**src/rtl/core/blg_pkg.sv**
```systemverilog
package blg_pkg;

   localparam int COORD_BITS = 12;
   localparam int FRAME_BITS = 13;
   localparam int COLOR_BITS = 32;
   localparam int ERR_BITS   = COORD_BITS + 2;
   // Width used to compare a non-negative coordinate against a frame size.
   localparam int CMP_BITS   = (COORD_BITS > FRAME_BITS) ? COORD_BITS : FRAME_BITS;

   localparam logic [FRAME_BITS-1:0] FRAME_WIDTH_RESET  = FRAME_BITS'(640);
   localparam logic [FRAME_BITS-1:0] FRAME_HEIGHT_RESET = FRAME_BITS'(480);

   typedef logic signed [COORD_BITS-1:0] coord_type;
   typedef logic        [COORD_BITS-1:0] span_type;
   typedef logic signed [ERR_BITS-1:0]   err_type;
   typedef logic        [FRAME_BITS-1:0] frame_size_type;
   typedef logic        [COLOR_BITS-1:0] color_type;

   typedef enum logic {
      OP_START = 1'b0,
      OP_STEP  = 1'b1
   } op_type;

   typedef enum logic {
      CSR_FRAME_WIDTH  = 1'b0,
      CSR_FRAME_HEIGHT = 1'b1
   } csr_index_type;

   typedef struct packed {
      op_type    op;
      coord_type start_x;
      coord_type start_y;
      coord_type end_x;
      coord_type end_y;
      color_type color;
   } req_type;

   typedef struct packed {
      coord_type pixel_x;
      coord_type pixel_y;
      color_type pixel_color;
      logic      inside_res;
      logic      last;
   } rsp_type;

   typedef struct packed {
      coord_type cur_x;
      coord_type cur_y;
      coord_type target_x;
      coord_type target_y;
      span_type  span_x;
      span_type  span_y;
      err_type   error_term;
      color_type line_color;
   } line_state_type;

   typedef struct packed {
      frame_size_type width;
      frame_size_type height;
   } frame_type;

endpackage

```
**src/rtl/core/blg_csr.sv**
```systemverilog
module blg_csr (
   input  logic                  clock,
   input  logic                  reset,
   input  logic                  csr_write_en,
   input  blg_pkg::csr_index_type csr_index,
   input  blg_pkg::frame_size_type csr_wdata,
   output blg_pkg::frame_type    frame
);
   import blg_pkg::*;

   frame_type frame_ff;
   frame_type frame_in;

   always_comb begin
      frame_in = frame_ff;
      if (csr_write_en) begin
         case (csr_index)
            CSR_FRAME_WIDTH:  frame_in.width  = csr_wdata;
            CSR_FRAME_HEIGHT: frame_in.height = csr_wdata;
            default:          frame_in = frame_ff;
         endcase
      end
   end

   always_ff @(posedge clock) begin
      if (reset) begin
         frame_ff.width  <= FRAME_WIDTH_RESET;
         frame_ff.height <= FRAME_HEIGHT_RESET;
      end else begin
         frame_ff <= frame_in;
      end
   end

   assign frame = frame_ff;

endmodule

```
**src/rtl/core/blg_step.sv**
```systemverilog
module blg_step (
   input  blg_pkg::req_type        req,
   input  blg_pkg::line_state_type state,
   input  blg_pkg::frame_type      frame,
   output blg_pkg::line_state_type state_next,
   output blg_pkg::rsp_type        rsp,
   output logic                    emit
);
   import blg_pkg::*;

   localparam coord_type ONE       = COORD_BITS'(1);
   localparam coord_type MINUS_ONE = '1;

   // Endpoint deltas one bit wider so that the difference never wraps.
   logic signed [COORD_BITS:0] dx;
   logic signed [COORD_BITS:0] dy;
   span_type  start_span_x;
   span_type  start_span_y;
   err_type   start_err;

   logic      at_end;
   logic signed [ERR_BITS:0] e2;
   logic signed [ERR_BITS:0] sx_ext;
   logic signed [ERR_BITS:0] neg_sy;
   logic      move_x;
   logic      move_y;
   coord_type step_x;
   coord_type step_y;
   coord_type moved_x;
   coord_type moved_y;
   err_type   moved_err;
   logic      inside_x;
   logic      inside_y;

   assign dx = $signed({req.end_x[COORD_BITS-1], req.end_x})
             - $signed({req.start_x[COORD_BITS-1], req.start_x});
   assign dy = $signed({req.end_y[COORD_BITS-1], req.end_y})
             - $signed({req.start_y[COORD_BITS-1], req.start_y});
   assign start_span_x = dx[COORD_BITS] ? span_type'(-dx) : span_type'(dx);
   assign start_span_y = dy[COORD_BITS] ? span_type'(-dy) : span_type'(dy);
   assign start_err    = $signed(ERR_BITS'(start_span_x)) - $signed(ERR_BITS'(start_span_y));

   assign at_end = (state.cur_x == state.target_x) && (state.cur_y == state.target_y);
   assign emit   = (req.op == OP_STEP) && !at_end;

   // Doubled error compared against -span_y and span_x; x or y moves, never both.
   assign e2     = $signed({state.error_term, 1'b0});
   assign sx_ext = $signed((ERR_BITS+1)'(state.span_x));
   assign neg_sy = -$signed((ERR_BITS+1)'(state.span_y));
   assign move_x = e2 > neg_sy;
   assign move_y = !move_x && (e2 < sx_ext);

   assign step_x  = (state.cur_x < state.target_x) ? ONE : MINUS_ONE;
   assign step_y  = (state.cur_y < state.target_y) ? ONE : MINUS_ONE;
   assign moved_x = move_x ? state.cur_x + step_x : state.cur_x;
   assign moved_y = move_y ? state.cur_y + step_y : state.cur_y;

   always_comb begin
      moved_err = state.error_term;
      if (move_x) begin
         moved_err = state.error_term - $signed(ERR_BITS'(state.span_y));
      end else if (move_y) begin
         moved_err = state.error_term + $signed(ERR_BITS'(state.span_x));
      end
   end

   always_comb begin
      state_next = state;
      if (req.op == OP_START) begin
         state_next.cur_x      = req.start_x;
         state_next.cur_y      = req.start_y;
         state_next.target_x   = req.end_x;
         state_next.target_y   = req.end_y;
         state_next.span_x     = start_span_x;
         state_next.span_y     = start_span_y;
         state_next.error_term = start_err;
         state_next.line_color = req.color;
      end else if (!at_end) begin
         state_next.cur_x      = moved_x;
         state_next.cur_y      = moved_y;
         state_next.error_term = moved_err;
      end
   end

   assign inside_x = !state.cur_x[COORD_BITS-1]
                   && (CMP_BITS'(unsigned'(state.cur_x)) < CMP_BITS'(frame.width));
   assign inside_y = !state.cur_y[COORD_BITS-1]
                   && (CMP_BITS'(unsigned'(state.cur_y)) < CMP_BITS'(frame.height));

   assign rsp.pixel_x     = state.cur_x;
   assign rsp.pixel_y     = state.cur_y;
   assign rsp.pixel_color = state.line_color;
   assign rsp.inside_res  = inside_x && inside_y;
   assign rsp.last        = (moved_x == state.target_x) && (moved_y == state.target_y);

endmodule

```
**src/rtl/core/bresenham_line_generator_unit.sv**
```systemverilog
// Channel   Direction  Handshake              Payload
// req       in         req_valid/req_ready    blg_pkg::req_type (start or step)
// rsp       out        rsp_valid/rsp_ready    blg_pkg::rsp_type (one pixel)
// csr       in         csr_write_en           csr_index, csr_wdata (frame size)
//
// Throughput is one request per cycle while rsp is not stalled; an accepted request
// enters the input register, and the walker result for it then loads the pixel register.
// Reset sets the frame to 640 by 480 and clears the line state, so a step
// before any start produces nothing. No clearing pass is needed.
// A stalled pixel holds the walker stage; the input register still takes
// one more request, after which req_ready drops.
module bresenham_line_generator_unit (
   input  logic                    clock,
   input  logic                    reset,
   input  logic                    req_valid,
   output logic                    req_ready,
   input  blg_pkg::req_type        req_data,
   output logic                    rsp_valid,
   input  logic                    rsp_ready,
   output blg_pkg::rsp_type        rsp_data,
   input  logic                    csr_write_en,
   input  blg_pkg::csr_index_type  csr_index,
   input  blg_pkg::frame_size_type csr_wdata
);
   import blg_pkg::*;

   // Input register: holds one request until the walker stage can process it.
   logic    in_valid_ff;
   logic    in_valid_in;
   req_type in_req_ff;

   // Walker state: current point, target, spans, error term and color.
   line_state_type state_ff;
   line_state_type state_in;

   // Pixel register toward the consumer.
   logic    rsp_valid_ff;
   logic    rsp_valid_in;
   rsp_type rsp_ff;

   frame_type      frame;
   line_state_type step_state;
   rsp_type        step_rsp;
   logic           step_emit;
   logic           advance;
   logic           fire;

   blg_csr u_csr (
      .clock        (clock),
      .reset        (reset),
      .csr_write_en (csr_write_en),
      .csr_index    (csr_index),
      .csr_wdata    (csr_wdata),
      .frame        (frame)
   );

   blg_step u_step (
      .req        (in_req_ff),
      .state      (state_ff),
      .frame      (frame),
      .state_next (step_state),
      .rsp        (step_rsp),
      .emit       (step_emit)
   );

   // The walker stage moves whenever the pixel register is empty or is being
   // drained in this cycle, so a fresh pixel can replace the one leaving.
   assign advance   = !rsp_valid_ff || rsp_ready;
   assign fire      = in_valid_ff && advance;
   assign req_ready = !in_valid_ff || advance;

   always_comb begin
      in_valid_in = in_valid_ff;
      if (req_valid && req_ready) begin
         in_valid_in = 1'b1;
      end else if (fire) begin
         in_valid_in = 1'b0;
      end
   end

   assign state_in = fire ? step_state : state_ff;

   always_comb begin
      rsp_valid_in = rsp_valid_ff;
      if (advance) begin
         rsp_valid_in = fire && step_emit;
      end
   end

   always_ff @(posedge clock) begin
      if (reset) begin
         in_valid_ff  <= 1'b0;
         rsp_valid_ff <= 1'b0;
         state_ff     <= '0;
      end else begin
         in_valid_ff  <= in_valid_in;
         rsp_valid_ff <= rsp_valid_in;
         state_ff     <= state_in;
      end
   end

   // Payload registers load without reset.
   always_ff @(posedge clock) begin
      if (req_valid && req_ready) begin
         in_req_ff <= req_data;
      end
      if (fire && step_emit) begin
         rsp_ff <= step_rsp;
      end
   end

   assign rsp_valid = rsp_valid_ff;
   assign rsp_data  = rsp_ff;

endmodule

```
**config.mk**
```make
export PLATFORM = sky130hd
export DESIGN_NAME = bresenham_line_generator_unit
export DESIGN_NICKNAME = d
export VERILOG_FILES = /design/src/rtl/core/blg_pkg.sv /design/src/rtl/core/blg_csr.sv /design/src/rtl/core/blg_step.sv /design/src/rtl/core/bresenham_line_generator_unit.sv
export SDC_FILE = /design/constraint.sdc
export NUM_CORES = 1
export LEC_CHECK = 0
export BUFFER_PORTS_ARGS = -buffer_cell sky130_fd_sc_hd__clkbuf_2
export CAP_MARGIN = 20
export CORE_ASPECT_RATIO = 0.6
export CORE_MARGIN = 1
export CORE_UTILIZATION = 50
export CTS_CLUSTER_SIZE = 24
export DETAILED_ROUTE_END_ITERATION = 8
export GPL_ROUTABILITY_DRIVEN = 1
export PLACE_DENSITY = 0.74
export SLEW_MARGIN = 20
export SYNTH_ARGS = -nofsm -noshare
export SYNTH_HDL_FRONTEND = slang
export SYNTH_SLANG_ARGS = --single-unit
```
**constraint.sdc**
```tcl
create_clock -name clock -period 9.41 [get_ports clock]
set_input_delay 0 -clock clock [delete_from_list [all_inputs] [get_ports clock]]
set_output_delay 0 -clock clock [all_outputs]
set_load 0.02 [all_outputs]
```
# --- After elaboration in Yosys (flattened, before gate mapping) ---
# Cells that the tools add are included.
word_totals:
  register_bits: 285
  inputBits: 100
  word_cells: 85
classes:
  n_addsub: 10
  n_lt_le_gt_ge: 6
  eq_ne: 6
  n_mux: 14
  bitwise: 2
  reduce_logical: 24
ops:
  columns: ["op", "count"]
  rows:
  - ["12-bit 2-to-1 mux", 6]
  - ["14-bit 2-to-1 mux", 4]
  - ["12-bit equality test", 4]
  - ["24-bit 2-to-1 mux", 2]
  - ["12-bit by 12-bit subtractor with 13-bit output", 3]
  - ["12-bit by 13-bit < comparator with 1-bit output", 2]
  - ["12-bit adder", 2]
  - ["12-bit < comparator", 2]
  - ["12-bit negator", 2]
  - ["15-bit > comparator", 1]
  - ["15-bit by 13-bit < comparator with 1-bit output", 1]
  - ["12-bit negator with 15-bit output", 1]
  - ["14-bit by 13-bit adder with 14-bit output", 1]
  - ["14-bit by 13-bit subtractor with 14-bit output", 1]
  - ["1-bit logical AND", 10]
  - ["2-bit AND reduction", 4]
  - ["1-bit zero test", 6]
  - ["3-bit by 1-bit inequality test with 1-bit output, second input constant", 1]
  - ["3-bit AND reduction", 1]
  - ["1-bit logical OR", 2]
  - ["1-bit 2-to-1 mux", 2]
  - ["2-bit inequality test, second input constant", 1]
  - ["1-bit inverter", 2]
  - ["2-bit nonzero test", 1]

# --- Longest topological paths before layout ---
depth:
  word_depth: 8
  ltp_mapped: 30
  depth_no_buf: 28

# --- By module ---
# Synthesis repeated with hierarchy kept, for this count alone.
unflattened:
  cells_unflattened: 2004
  hier_area_um2: 19361.1
by_module_without_submodules:
  columns: ["module", "instances", "cells_each", "area_each_um2", "seq_area_each_um2"]
  rows:
  - ["bresenham_line_generator_unit", 1, 662, 9506.6, 6576.3]
  - ["blg_step", 1, 1239, 8772.2, 0.0]
  - ["blg_csr", 1, 103, 1082.3, 520.5]

# --- Least setup slack after synthesis ---
# No wires, ideal clock.
synth_timing:
  path_type: "flip-flop to flip-flop"
  startpoint: "reg state_ff[48] (netlist name)"
  endpoint: "reg state_ff[44] (netlist name)"
  setup_ns: 0.086
  arrival_ns: 5.288
  slack_ns: 4.037
  stages_incl_launch_ff: 31
  path_buffers: 2
  synth_period_minus_slack_ns: 5.373
  cell_sequence: "dfxtp_1 nor3_1 nand2b_1 nor3_1 nand2_1 or4_1 nand2_1 o21ai_0 ha_1 nand4_1 nand3_1 a2111oi_2 a311oi_2 nand2_1 clkbuf_1 buf_1 nand2_1 o21ai_0 ha_1 inv_1 fa_1 nor2b_1 o21ai_0 a21boi_0 o21ai_0 a211oi_1 o21ai_0 a211oi_1 xnor2_1 nand2_1 a211oi_1"
synth_via:
  elab_chain_cells: 6
synth_lines:
  columns: ["item", "line_no", "source"]
  rows:
  - ["start: declaration", "bresenham_line_generator_unit.sv:33", "line_state_type state_ff;"]
  - ["start signal: assignment", "bresenham_line_generator_unit.sv:98", "state_ff <= state_in;"]
  - ["12-bit negator with 15-bit output", "blg_step.sv:49", "assign neg_sy = -$signed((ERR_BITS+1)'(state.span_y));"]
  - ["15-bit > comparator", "blg_step.sv:50", "assign move_x = e2 > neg_sy;"]
  - ["1-bit zero test", "blg_step.sv:51", "assign move_y = !move_x && (e2 < sx_ext);"]
  - ["1-bit logical AND", "blg_step.sv:51", null]
  - ["3-bit by 1-bit inequality test with 1-bit output (no line)", null, null]
  - ["3-bit AND reduction (no line)", null, null]
# Parallel ways exist; a longest one is shown, timed or not. The select of a mux whose other input is x is not followed.
# A chain may end at the register's enable or synchronous reset.

# --- Worst setup path after layout ---
layout_timing:
  startpoint: "reg in_req_ff[32] (netlist name)"
  endpoint: "reg state_ff[44] (netlist name)"
layout_via:
  elab_chain_cells: 5
layout_lines:
  columns: ["item", "line_no", "source"]
  rows:
  - ["start: declaration", "bresenham_line_generator_unit.sv:30", "req_type in_req_ff;"]
  - ["start signal: assignment", "bresenham_line_generator_unit.sv:105", "in_req_ff <= req_data;"]
  - ["12-bit by 12-bit subtractor with 13-bit output *", "blg_step.sv:38", "- $signed({req.start_y[COORD_BITS-1], req.start_y});"]
  - ["12-bit negator", "blg_step.sv:40", "assign start_span_y = dy[COORD_BITS] ? span_type'(-dy) : span_type'(dy);"]
  - ["12-bit 2-to-1 mux *", "blg_step.sv:40", null]
  - ["net u_step.start_span_y[1]", "blg_step.sv:18", "span_type start_span_y;"]
  - ["12-bit by 12-bit subtractor with 13-bit output *", "blg_step.sv:41", "assign start_err = $signed(ERR_BITS'(start_span_x)) - $signed(ERR_BITS'(start_span_y));"]
  - ["14-bit 2-to-1 mux *", "blg_step.sv:69", "if (req.op == OP_START) begin"]
# The timed path passes the listed nets; every way through them passes the cells marked *.

==> flow_summary.yaml <==
outcome:
  outcome: "finished, final reports clean"
setup_path:
  criticalPathCategory: "reg2reg"
  end_kind: "flop"
  max_stage_delay_ps: 630
  slowest_stage: "nor4b_1"
  crit_fanout: 10
  crit_arrival_ps: 6450
  cp.required_ps: 9830
  crit_chain: "inv_1, ha_1, inv_1, fa_1, a21o_1, a211o_1, a2111oi_1, o31ai_1, a21oi_1, or2_2, nor2_1, a21oi_1, inv_1, fa_1, nor2b_1, o21ai_0, a21boi_0, o21ai_0, a21boi_0, o21ai_0, a21oi_1, nor2_1, nor4b_1, a211oi_1"
  startpoint_type: "flop"
grt:
  antenna_found_initial: 1
  grt_pass1_vias: 12870
  grt.overflow.total: 0
  grt_max_degree: 85
  track_usage: 0.2901
  grt_pass1_wl_microns: 72860
layout:
  drive_above_1_share: 0.1282
  syn_to_final_growth_pct: 18.85
  nets: 2184
clock_network:
  numCtsBuffers: 28
  clock-root-buffer: "clkbuf_16"
  cts.sinks: 285
  cts.clk_slew.worst_paths_ps: 70
  postCtsResizedCells: 0
  cts_tree: "yes"
  cts_hold_buf: 100
  htree_levels: 1
  postCtsSetupBuffers: 0
  worstSkewPairLatency_ps: 580
  clockBufferDepth: 3
die:
  die_y_microns: 140.5
  start_util: 0.5107
  io-pin-count: 160
  rows: 50
  die_area_sq_mm: 0.03269
  die_x_microns: 232.8
  core_sq_mm: 0.03128
yosys:
  syn_area_sq_mm: 0.01598
  synth_nets: 1961
  async_flop_share: 0
  synth_seq_cells: 285
  synth.top_cells.by_area: "edfxtp_1, dfxtp_1, ha_1"
  yosysUniqueCellTypes: 86
  synth.cells.most_frequent: "nand2_1, a21oi_1, dfxtp_1, nor2_1, edfxtp_1"
  yosysSeqAreaShare: 0.4442
  synth_top_area_share: 0.2613
  synth.avg_cell_area_sq_um: 9.234
  synth_top_flop_cell: "dfxtp_1"
  yosys_warnings: 0
  synth_top_area_cell: "edfxtp_1"
  yosysMostFrequentCell: "nand2_1"
  synthCells: 1730
  synth-edff-count: 139
power_and_ir_drop:
  ir_worst_vdd_v: 0.0001610
  clkPwrFrac: 0.255
  p_int_mw: 2.715
  powerDensity_mw_per_mm2: 232.0
  comb_power_share: 0.401
  p_leak_nw: 7.732
  switchingPower_mw: 1.691
  swShare: 0.3838
  pwr-share-seq: 0.344
timing:
  hold_viol: 0
  hold-worst-slack_ps: 2.133
  finClkSkew_ps: 19.18
  relSlewSlack: 0.3319
  tightest_slew_ps: 1002
  setup_violations: 0
  min_period_ps: 6028
  fmax_mhz: 165.9
  finalSetupTns_ps: 0
  rsz0062_at_grt: "no"
  fin_crit_sh: 0.6406
  drv_slew: 0
placement:
  place.gp.congestion: 0.9647
  io_buffer_count: 159
  dp_hpwl_microns: 32900
routing:
  avgRoutedWirePerCell_microns: 19.91
  first_pass_iters: 5
  vias: 13840
  drc: 0
  routed_wl_microns: 47620
  ant_nets: 0
  first_iter_violations: 1646
  viasPerCell: 5.784
job:
  max_cap_viol_count: 0
hold_path:
  hold_path_class: "in2reg"
==> worst max-delay path: cells and delay by family (launching register included) <==
| kind | cells | cell delay (ps) |
|---|---|---|
| AOI/OAI and AO/OA | 13 | 3000 |
| DFF | 1 | 420 |
| adders and majority gates | 3 | 1030 |
| and+or+nand+nor | 5 | 1140 |
| buffers and inverters | 3 | 260 |
==> cells by family (layout without fill, tap and decap cells) <==
| kind of cell | Yosys count | after routing | share of synthesized area |
|---|---|---|---|
| buffers and inverters | 197 | 441 | 0.04942 |
| adder cells (fa/ha/maj) | 131 | 131 | 0.1045 |
| XOR/XNOR | 95 | 95 | 0.05412 |
| flip-flops | 285 | 285 | 0.4442 |
| AND/OR/NAND/NOR | 595 | 595 | 0.1703 |
| multiplexers | 21 | 21 | 0.01363 |
| AO/OA/AOI/OAI | 406 | 406 | 0.1638 |
| other | 0 | 2 | 0 |
==> registers in the layout, summed over array words and instances (netlist names) <==
register / count
in_req_ff: 81
rsp_valid: 1
u_csr.frame: 26
in_valid_ff: 1
state_ff: 118
rsp_data: 58
==> final cells by class <==
cell class | count | area [sq um]
repair buffers | 271 | 1897
well taps | 416 | 520.5
multi-input cells | 1248 | 8119
clock buffers | 33 | 739.5
clock inverters | 18 | 162.7
diodes | 2 | 5.005
flip-flops and latches | 285 | 7097
inverters | 119 | 446.7
fillers | 2614 | 12290
==> power by group through the flow <==
stage | combinational [mW] | sequential (mW) | clock (mW)
floorplan | 1.27 | 1.49 | 0
global placement | 1.64 | 1.53 | 0
detailed placement | 1.66 | 1.53 | 0
CTS | 1.71 | 1.51 | 1.13
global route | 1.92 | 1.52 | 1.18
finish | 1.77 | 1.51 | 1.12
==> worst paths after layout <==
kind                                    start           end  slack (ps)  cells past startpoint
worst max-delay path            in_req_ff[32]  state_ff[44]        3380                     24
worst min-delay path                    reset   in_valid_ff           2                      2
worst max register to register  in_req_ff[32]  state_ff[44]        3380                     24
worst min register to register    state_ff[2]   rsp_data[4]         430                      0
==> metrics by stage <==
step,area (sq um),utilization,setup slack [ps],power (mW),cells
floorplan,15980,-,4037,2.752,1730
global placement,17060,0.5455,3773,3.167,2238
detailed placement,17060,0.5455,3580,3.196,2238
CTS,18970,0.6064,3519,4.347,2389
global route,18980,0.6068,3007,4.629,2390
finish,18990,0.6070,3382,4.405,2392
==> per-layer routing <==
layer  global-route usage  vias to the layer above  share of wire
li1                     -                     6564              -
met1               0.4317                     6575           0.46
met2               0.4008                      619           0.40
met3               0.1008                       78           0.12
met4              0.05951                        0          0.021
met5                    0                        -              0
==> cells in the final DEF (no fill, tap or decap), types with 6 or more instances in the layout <==
master | netlist | routed
o22ai_1 | 13 | 13
clkbuf_16 | 0 | 28
clkinv_2 | 0 | 10
or3_1 | 11 | 11
and3_1 | 11 | 11
edfxtp_1 | 139 | 139
clkbuf_2 | 0 | 158
nand3_1 | 22 | 21
dlygate4sd3_1 | 0 | 100
o21a_1 | 11 | 11
nand3b_1 | 9 | 9
nor2b_1 | 24 | 24
nor4_1 | 8 | 8
a21o_1 | 26 | 26
or4_1 | 6 | 6
dfxtp_1 | 146 | 146
nor2_1 | 146 | 145
and2_1 | 9 | 7
a211o_1 | 6 | 6
inv_1 | 119 | 119
ha_1 | 127 | 127
nand2_1 | 266 | 266
xnor2_1 | 56 | 56
o21ai_0 | 63 | 63
nand4_1 | 11 | 11
a211oi_1 | 41 | 41
a22oi_1 | 7 | 7
nor3_1 | 32 | 32
mux2_2 | 6 | 6
a31oi_1 | 13 | 12
nand2b_1 | 14 | 14
xor2_1 | 37 | 37
a21oi_1 | 146 | 146
buf_4 | 6 | 12
mux2i_1 | 15 | 15
No activity file was read; power rests on OpenSTA's default activity.
